===== src/rtl/wrc_pkg.sv =====
package wrc_pkg;

    localparam int SCORE_W   = 16;
    localparam int ANN_W     = 8;
    localparam int RND_W     = 31;
    localparam int IDX_OUT_W = 6;
    localparam int WEIGHT_MAX = 32767;

    localparam logic FUNC_APPEND = 1'b0;
    localparam logic FUNC_CHOOSE = 1'b1;

    // annotation codes that weigh zero while flagged candidates are skipped
    localparam logic [ANN_W-1:0] ANN_BAD_SINGLE = 8'd2;
    localparam logic [ANN_W-1:0] ANN_BAD_LO     = 8'd4;
    localparam logic [ANN_W-1:0] ANN_BAD_END    = 8'd7;

    typedef enum logic [3:0] {
        S_IDLE = 4'b0001,
        S_DIV  = 4'b0010,
        S_SRCH = 4'b0100,
        S_OUT  = 4'b1000
    } t_state;

    function automatic logic is_bad_annotation(input logic [ANN_W-1:0] code);
        return (code == ANN_BAD_SINGLE) || ((code >= ANN_BAD_LO) && (code < ANN_BAD_END));
    endfunction

endpackage


===== src/rtl/wrc_cell.sv =====
module wrc_cell #(
    parameter int SW = 21
) (
    input  logic          i_clk,
    input  logic          i_load,
    input  logic          i_shift,
    input  logic [SW-1:0] i_load_data,
    input  logic [SW-1:0] i_next,
    output logic [SW-1:0] o_value
);

    logic [SW-1:0] r_value;
    logic [SW-1:0] n_value;

    always_comb begin
        priority if (i_load) begin
            n_value = i_load_data;
        end else if (i_shift) begin
            // advance toward the head of the chain
            n_value = i_next;
        end else begin
            n_value = r_value;
        end
    end

    always_ff @(posedge i_clk) begin
        r_value <= n_value;
    end

    assign o_value = r_value;

endmodule


===== src/rtl/wrc_mod.sv =====
module wrc_mod #(
    parameter int SW = 21
) (
    input  logic                      i_clk,
    input  logic                      i_rst_n,
    input  logic                      i_start,
    input  logic [wrc_pkg::RND_W-1:0] i_dividend,
    input  logic [SW-1:0]             i_divisor,
    output logic                      o_done,
    output logic [SW-1:0]             o_rem
);
    import wrc_pkg::*;

    localparam int CNT_W = $clog2(RND_W);

    logic             r_busy;
    logic             n_busy;
    logic             r_done;
    logic             n_done;
    logic [CNT_W-1:0] r_cnt;
    logic [CNT_W-1:0] n_cnt;
    logic [RND_W-1:0] r_dvd;
    logic [RND_W-1:0] n_dvd;
    logic [SW-1:0]    r_rem;
    logic [SW-1:0]    n_rem;
    logic [SW:0]      trial;
    logic [SW:0]      diff;

    always_comb begin
        trial   = {r_rem, r_dvd[RND_W-1]};
        diff    = trial - {1'b0, i_divisor};
        n_busy  = r_busy;
        n_done  = 1'b0;
        n_cnt   = r_cnt;
        n_dvd   = r_dvd;
        n_rem   = r_rem;
        priority if (i_start) begin
            n_busy = 1'b1;
            n_cnt  = CNT_W'(RND_W - 1);
            n_dvd  = i_dividend;
            n_rem  = '0;
        end else if (r_busy) begin
            // restoring step: one dividend bit per cycle
            n_dvd = {r_dvd[RND_W-2:0], 1'b0};
            n_rem = (trial >= {1'b0, i_divisor}) ? diff[SW-1:0] : trial[SW-1:0];
            if (r_cnt == '0) begin
                n_busy = 1'b0;
                n_done = 1'b1;
            end else begin
                n_cnt = r_cnt - CNT_W'(1);
            end
        end else begin
            // hold the remainder for the search
            n_busy = 1'b0;
        end
    end

    always_ff @(posedge i_clk) begin
        if (!i_rst_n) begin
            r_busy <= 1'b0;
            r_done <= 1'b0;
        end else begin
            r_busy <= n_busy;
            r_done <= n_done;
        end
        r_cnt <= n_cnt;
        r_dvd <= n_dvd;
        r_rem <= n_rem;
    end

    assign o_done = r_done;
    assign o_rem  = r_rem;

endmodule


===== src/rtl/weighted_random_choice_unit.sv =====
// Weighted random choice over up to MAX_ENTRIES candidates. An append word
// (func 0) turns its score into a weight (negative scores, and with the
// skip-flagged bit set annotations 2, 4, 5 and 6, weigh zero) and stores the
// running sum in the next cell of a chain; appends past capacity are dropped.
// A choose word (func 1) reduces random_value modulo the total in a bit-serial
// divider, then shifts the chain toward its head one cell per cycle, comparing
// the head against the remainder, so the search walks the candidates in order
// up to the chosen one. An empty list answers found 0 and a zero total answers
// found 1 with index 0, both with no divide. Each choose gives one result word
// and clears the list. No input is taken while a choose is in flight.
module weighted_random_choice_unit #(
    parameter int MAX_ENTRIES = 64
) (
    input  logic                          i_clk,
    input  logic                          i_rst_n,
    input  logic                          i_cfg_wr_en,
    input  logic                          i_cfg_wr_data,
    input  logic                          i_in_valid,
    output logic                          o_in_stall,
    input  logic                          i_func,
    input  logic signed [wrc_pkg::SCORE_W-1:0] i_candidate_score,
    input  logic [wrc_pkg::ANN_W-1:0]     i_annotation,
    input  logic [wrc_pkg::RND_W-1:0]     i_random_value,
    output logic                          o_out_valid,
    input  logic                          i_out_stall,
    output logic                          o_found,
    output logic [wrc_pkg::IDX_OUT_W-1:0] o_chosen_index
);
    import wrc_pkg::*;

    localparam int SW = $clog2(MAX_ENTRIES * WEIGHT_MAX + 1);
    localparam int CW = $clog2(MAX_ENTRIES + 1);
    localparam int IW = $clog2(MAX_ENTRIES);

    t_state          r_state;
    t_state          n_state;
    logic            r_skip_flagged;
    logic [CW-1:0]   r_count;
    logic [CW-1:0]   n_count;
    logic [SW-1:0]   r_total;
    logic [SW-1:0]   n_total;
    logic [IW-1:0]   r_idx;
    logic [IW-1:0]   n_idx;
    logic            r_res_found;
    logic            n_res_found;
    logic            r_out_valid;
    logic            n_out_valid;
    logic            r_out_found;
    logic            n_out_found;
    logic [IDX_OUT_W-1:0] r_out_idx;
    logic [IDX_OUT_W-1:0] n_out_idx;

    logic            in_acc;
    logic            append_en;
    logic            div_start;
    logic            div_done;
    logic [SW-1:0]   div_rem;
    logic            chain_shift;
    logic            hit;
    logic [SW-1:0]   weight;
    logic [IW+IDX_OUT_W-1:0] idx_ext;
    logic [SW-1:0]   cell_val [MAX_ENTRIES];

    assign in_acc = i_in_valid && !o_in_stall;
    assign hit    = div_rem < cell_val[0];
    assign idx_ext = {{IDX_OUT_W{1'b0}}, r_idx};

    always_comb begin
        weight = i_candidate_score[SCORE_W-1] ? '0
               : {{(SW-SCORE_W+1){1'b0}}, i_candidate_score[SCORE_W-2:0]};
        if (r_skip_flagged && is_bad_annotation(i_annotation)) begin
            weight = '0;
        end
    end

    always_comb begin
        n_state     = r_state;
        n_count     = r_count;
        n_total     = r_total;
        n_idx       = r_idx;
        n_res_found = r_res_found;
        n_out_valid = r_out_valid;
        n_out_found = r_out_found;
        n_out_idx   = r_out_idx;
        append_en   = 1'b0;
        div_start   = 1'b0;
        chain_shift = 1'b0;

        if (r_out_valid && !i_out_stall) begin
            n_out_valid = 1'b0;
        end

        unique case (r_state)
            S_IDLE: begin
                if (in_acc) begin
                    if (i_func == FUNC_APPEND) begin
                        if (r_count < CW'(MAX_ENTRIES)) begin
                            append_en = 1'b1;
                            n_total   = r_total + weight;
                            n_count   = r_count + CW'(1);
                        end
                    end else if (r_count == '0) begin
                        n_res_found = 1'b0;
                        n_idx       = '0;
                        n_state     = S_OUT;
                    end else if (r_total == '0) begin
                        n_res_found = 1'b1;
                        n_idx       = '0;
                        n_state     = S_OUT;
                    end else begin
                        div_start = 1'b1;
                        n_state   = S_DIV;
                    end
                end
            end
            S_DIV: begin
                if (div_done) begin
                    n_idx   = '0;
                    n_state = S_SRCH;
                end
            end
            S_SRCH: begin
                // the last sum equals the total, so a hit comes by the last entry
                if (hit || ((CW'(r_idx) + CW'(1)) == r_count)) begin
                    n_res_found = 1'b1;
                    n_state     = S_OUT;
                end else begin
                    n_idx       = r_idx + IW'(1);
                    chain_shift = 1'b1;
                end
            end
            S_OUT: begin
                // hold until the output register is free
                if (!r_out_valid || !i_out_stall) begin
                    n_out_valid = 1'b1;
                    n_out_found = r_res_found;
                    n_out_idx   = idx_ext[IDX_OUT_W-1:0];
                    n_count     = '0;
                    n_total     = '0;
                    n_state     = S_IDLE;
                end
            end
            default: begin
                n_state = S_IDLE;
            end
        endcase
    end

    always_ff @(posedge i_clk) begin
        if (!i_rst_n) begin
            r_state        <= S_IDLE;
            r_skip_flagged <= 1'b0;
            r_count        <= '0;
            r_total        <= '0;
            r_out_valid    <= 1'b0;
        end else begin
            r_state     <= n_state;
            r_count     <= n_count;
            r_total     <= n_total;
            r_out_valid <= n_out_valid;
            if (i_cfg_wr_en) begin
                r_skip_flagged <= i_cfg_wr_data;
            end
        end
        r_idx       <= n_idx;
        r_res_found <= n_res_found;
        r_out_found <= n_out_found;
        r_out_idx   <= n_out_idx;
    end

    wrc_mod #(
        .SW(SW)
    ) u_mod (
        .i_clk      (i_clk),
        .i_rst_n    (i_rst_n),
        .i_start    (div_start),
        .i_dividend (i_random_value),
        .i_divisor  (r_total),
        .o_done     (div_done),
        .o_rem      (div_rem)
    );

    for (genvar gi = 0; gi < MAX_ENTRIES; gi++) begin : g_cell
        logic [SW-1:0] next_val;
        if (gi == MAX_ENTRIES - 1) begin : g_tail
            assign next_val = '0;
        end else begin : g_body
            assign next_val = cell_val[gi+1];
        end
        wrc_cell #(
            .SW(SW)
        ) u_cell (
            .i_clk       (i_clk),
            .i_load      (append_en && (r_count == CW'(gi))),
            .i_shift     (chain_shift),
            .i_load_data (n_total),
            .i_next      (next_val),
            .o_value     (cell_val[gi])
        );
    end

    assign o_in_stall     = (r_state != S_IDLE);
    assign o_out_valid    = r_out_valid;
    assign o_found        = r_out_found;
    assign o_chosen_index = r_out_idx;

endmodule


===== config.mk =====
export PLATFORM = sky130hd
export DESIGN_NAME = weighted_random_choice_unit
export DESIGN_NICKNAME = d
export VERILOG_FILES = /design/src/rtl/wrc_pkg.sv /design/src/rtl/wrc_cell.sv /design/src/rtl/wrc_mod.sv /design/src/rtl/weighted_random_choice_unit.sv
export SDC_FILE = /design/constraint.sdc
export NUM_CORES = 2
export LEC_CHECK = 0
export ABC_AREA = 1
export BUFFER_PORTS_ARGS = -buffer_cell sky130_fd_sc_hd__buf_4
export CAP_MARGIN = 20
export CORE_UTILIZATION = 50
export CTS_BUF_LIST = sky130_fd_sc_hd__clkbuf_8
export CTS_CLUSTER_SIZE = 30
export DETAILED_ROUTE_END_ITERATION = 12
export HOLD_SLACK_MARGIN = 0.08
export PLACE_DENSITY = 0.68
export SKIP_CTS_REPAIR_TIMING = 1
export SLEW_MARGIN = 20
export SYNTH_ARGS = -nofsm -noshare
export SYNTH_HDL_FRONTEND = slang
export SYNTH_SLANG_ARGS = --single-unit
export TNS_END_PERCENT = 50

===== constraint.sdc =====
create_clock -name i_clk -period 3.4 [get_ports i_clk]
set_clock_uncertainty 0.2 [all_clocks]
set_input_delay 0 -clock i_clk [delete_from_list [all_inputs] [get_ports i_clk]]
set_output_delay 0 -clock i_clk [all_outputs]
set_load 0.02 [all_outputs]

==> qor.csv <==
metric,value,unit
core area,0.132,mm^2
final number of setup-violating endpoints,34,
Final Cell Area,0.0771,mm^2
crit-path cells,a41o_1 > buf_6 > nor2_1 > ha_1 > or2_2 > and2_1 > a21oi_1 > o21ai_1 > o211ai_1 > buf_12 > dlygate4sd3_1 > nand2_1 > inv_1,
initial core utilization,50.6,%
unrepaired setup endpoints after global routing,true,
Hold Crit Endpoint,g_cell[63].u_cell.o_value[14],
DP HPWL,112000,um
Synth top area share,62.4,%
CP max stage cell,dlygate4sd3_1,
"Slew Viols, Final",0,
Synth Register Bits,1451,
top_reg_cell synth,edfxtp_1,
HP Start,i_candidate_score[8],
"Reg clk slew, reported paths",0.07,ns
Longest Clk Path Bufs,3,
Synth top cells by count,"nand2_1, edfxtp_1, nand3_1",
Mapped Area,0.0669,mm^2
area post-placement,0.0713,mm^2
"top cells by area, synth","edfxtp_1, nand2_1, nand3_1",
R2R depth,13,
status,finished with violations,
worst path required time,4.11,ns
vias in the first global route,46240,
first-pass GRT wire length,269000,um
RR Startpoint,r_skip_flagged,
Setup WS post-layout,-0.0884,ns
PortBufs,70,
Yosys cell types,51,
violated checks,"DRC, setup timing",
Crit path max-delay family,buffers and inverters,
Hold Crit Depth,11,
number of CTS-inserted buffers,226,
Area growth syn-to-layout,15.3,%
TritonCTS clock tree,built,
gr ovfl total,0,
Peak Freq,287,MHz
number of synthesized flops with an enable pin,1389,
Top Ports,71,
CP max FO,19,
Total Routing Usage GR,25.6,%
Rows,133,
Vias/cell,5.41,
initial antenna violation count,7,
Sink Count,1451,
critical path type,flip-flop to flip-flop,
LEAKAGE,32.9,nW
RD Place Congestion,0.908,
number of routed nets with antenna violations,0,
CP endpoint kind,flip-flop,
fin nets,7306,
die footprint,0.135,mm^2
max_slew headroom,44.4,%
sequential share of the synthesized area,64.2,%
type of the worst min-delay path,input port to flip-flop,
P per Cell Area,563,mW/mm^2
Root Driver,clkbuf_8,
Layout fillers,10861,
H-tree levels,4,
first drt pass iteration count,12,
Period minus WS final,3.49,ns
final hold viol count,0,
"count leader, synth",nand2_1,
Worst-Margin Slew,0.833,ns
Horiz. Die Dim,368,um
Hold Slack,0.0141,ns
MaxCap Viol Count,0,
r2r setup slk,-0.09,ns
Vias,49350,
crit start category,flip-flop,
Synth area leader,edfxtp_1,
DRC Markers,4,
fraction of layout cells with a size suffix above 1,13.5,%
period utilization,103,%
wire length per cell,19.6,um
CP peak stage delay,0.58,ns
CP Buf/Inv Count,4,
Synthesized Nets,6893,
synthesized instance count,6767,
largest net degree at the start of global routing,66,
Max VDD drop,0.531,mV
DRT iter0 DRCs,6014,
Synth Warn #,0,
Die H,368,um
total wire length,179000,um
Post-synth ARST share,0,%
Worst R2R End,r_total[3],
WP data arrival,4.20,ns
Syn Area/Cell,9.88,um^2
worst-skew pair later-pin latency,0.97,ns
## routing by layer
| layer | track usage, % | vias to the layer above | routed length (um) |
|---|---|---|---|
| met5 | 0 | - | 0 |
| met4 | 9.20 | 0 | 5940 |
| met2 | 39.1 | 2423 | 80200 |
| met3 | 5.66 | 410 | 18500 |
| li1 | - | 23271 | - |
| met1 | 36.2 | 23246 | 73900 |
## logic make-up after synthesis
logic type                 Yosys count  share of synthesized area (%)
muxes                               30                          0.505
xor gates and xnor gates            13                          0.170
buffers and inverters              670                           4.65
DFF                               1451                           64.2
AOI/OAI and AO/OA                  526                           4.05
adders and majority gates           64                           1.22
and+or+nand+nor                   4013                           25.2
## worst register-to-register path, stage by stage (launching register included)
cell,delay (ns)
dfxtp_1,0.35
a41o_1,0.33
buf_6,0.18
nor2_1,0.05
ha_1,0.34
or2_2,0.33
and2_1,0.20
a21oi_1,0.20
o21ai_1,0.12
o211ai_1,0.18
buf_12,0.27
dlygate4sd3_1,0.59
nand2_1,0.05
inv_1,0.07
## worst max-delay path by stage
stage / startpoint / to / slack, ns / cells past startpoint
after floorplan: r_skip_flagged / g_cell[20].u_cell.o_value[8] / 0.03 / 18
after global placement: i_annotation[4] / g_cell[14].u_cell.o_value[8] / -0.02 / 18
after detailed placement: i_annotation[4] / g_cell[37].u_cell.o_value[8] / 0.02 / 18
after CTS: r_skip_flagged / g_cell[37].u_cell.o_value[8] / 0.07 / 16
after global routing: r_skip_flagged / r_total[3] / -0.22 / 13
final: r_skip_flagged / r_total[3] / -0.09 / 13
## power breakdown
group	leakage, nW	total, mW	switching, mW	internal (mW)
registers	13.0	20.1	0.308	19.8
clock network	2.55	14.3	7.05	7.22
logic	17.3	9.05	6.34	2.71
total	32.9	43.4	13.7	29.7
## registers in the layout, indices dropped and copies added (netlist names), 4 cells and up
register,flops
g_cell.u_cell.o_value,1344
o_chosen_index,6
r_count,7
r_idx,6
r_state,4
r_total,21
u_mod.o_rem,21
u_mod.r_cnt,5
u_mod.r_dvd,31
## area by class of cell
| cell class | count | area, um^2 | area share, % |
|---|---|---|---|
| Clock buffer | 238 | 3280 | 4.25 |
| Timing Repair Buffer | 516 | 5300 | 6.87 |
| Multi-Input combinational cell | 4646 | 21000 | 27.3 |
| Tap cell | 1755 | 2200 | 2.85 |
| Clock inverter | 171 | 1020 | 1.33 |
| Inverter | 339 | 1290 | 1.67 |
| Sequential cell | 1451 | 43000 | 55.7 |
| Antenna cell | 7 | 17.5 | 0.0227 |
## through the flow
step	total power, mW	utilization (%)	TNS [ns]	instances	setup slack, ns
final	43.4	58.3	-0.645	9123	-0.0884
after global routing	45.1	58.3	-22.01	9122	-0.225
after CTS	43.0	57.2	0	8983	0.0699
after detailed placement	28.9	53.9	0	8574	0.0221
after global placement	28.8	53.9	-0.210	8574	-0.0245
after floorplan	25.4	-	0	6767	0.0305
## layout by cell type, fill, tap and decap left out, types with 7 or more instances in the layout
cell / Yosys / final
nor2_8: 10 / 10
buf_4: 22 / 299
xnor2_1: 7 / 7
o21ai_0: 276 / 273
nor3_1: 19 / 19
nor3_4: 59 / 59
a21oi_1: 79 / 77
nand4_1: 19 / 19
bufinv_16: 0 / 10
nand2_1: 3331 / 3312
clkinv_2: 2 / 21
dlygate4sd3_1: 0 / 126
mux2_2: 30 / 30
o21ai_1: 147 / 150
inv_1: 209 / 304
ha_1: 62 / 60
dfxtp_1: 62 / 62
nand2_4: 0 / 14
edfxtp_1: 1389 / 1389
diode_2: 0 / 7
inv_2: 123 / 123
nor2_4: 31 / 32
nor2_1: 168 / 168
clkbuf_8: 0 / 238
nand3_1: 330 / 328
nor2_2: 26 / 25
clkinv_1: 5 / 38
buf_12: 1 / 76
(Power assumes the default switching activity.)
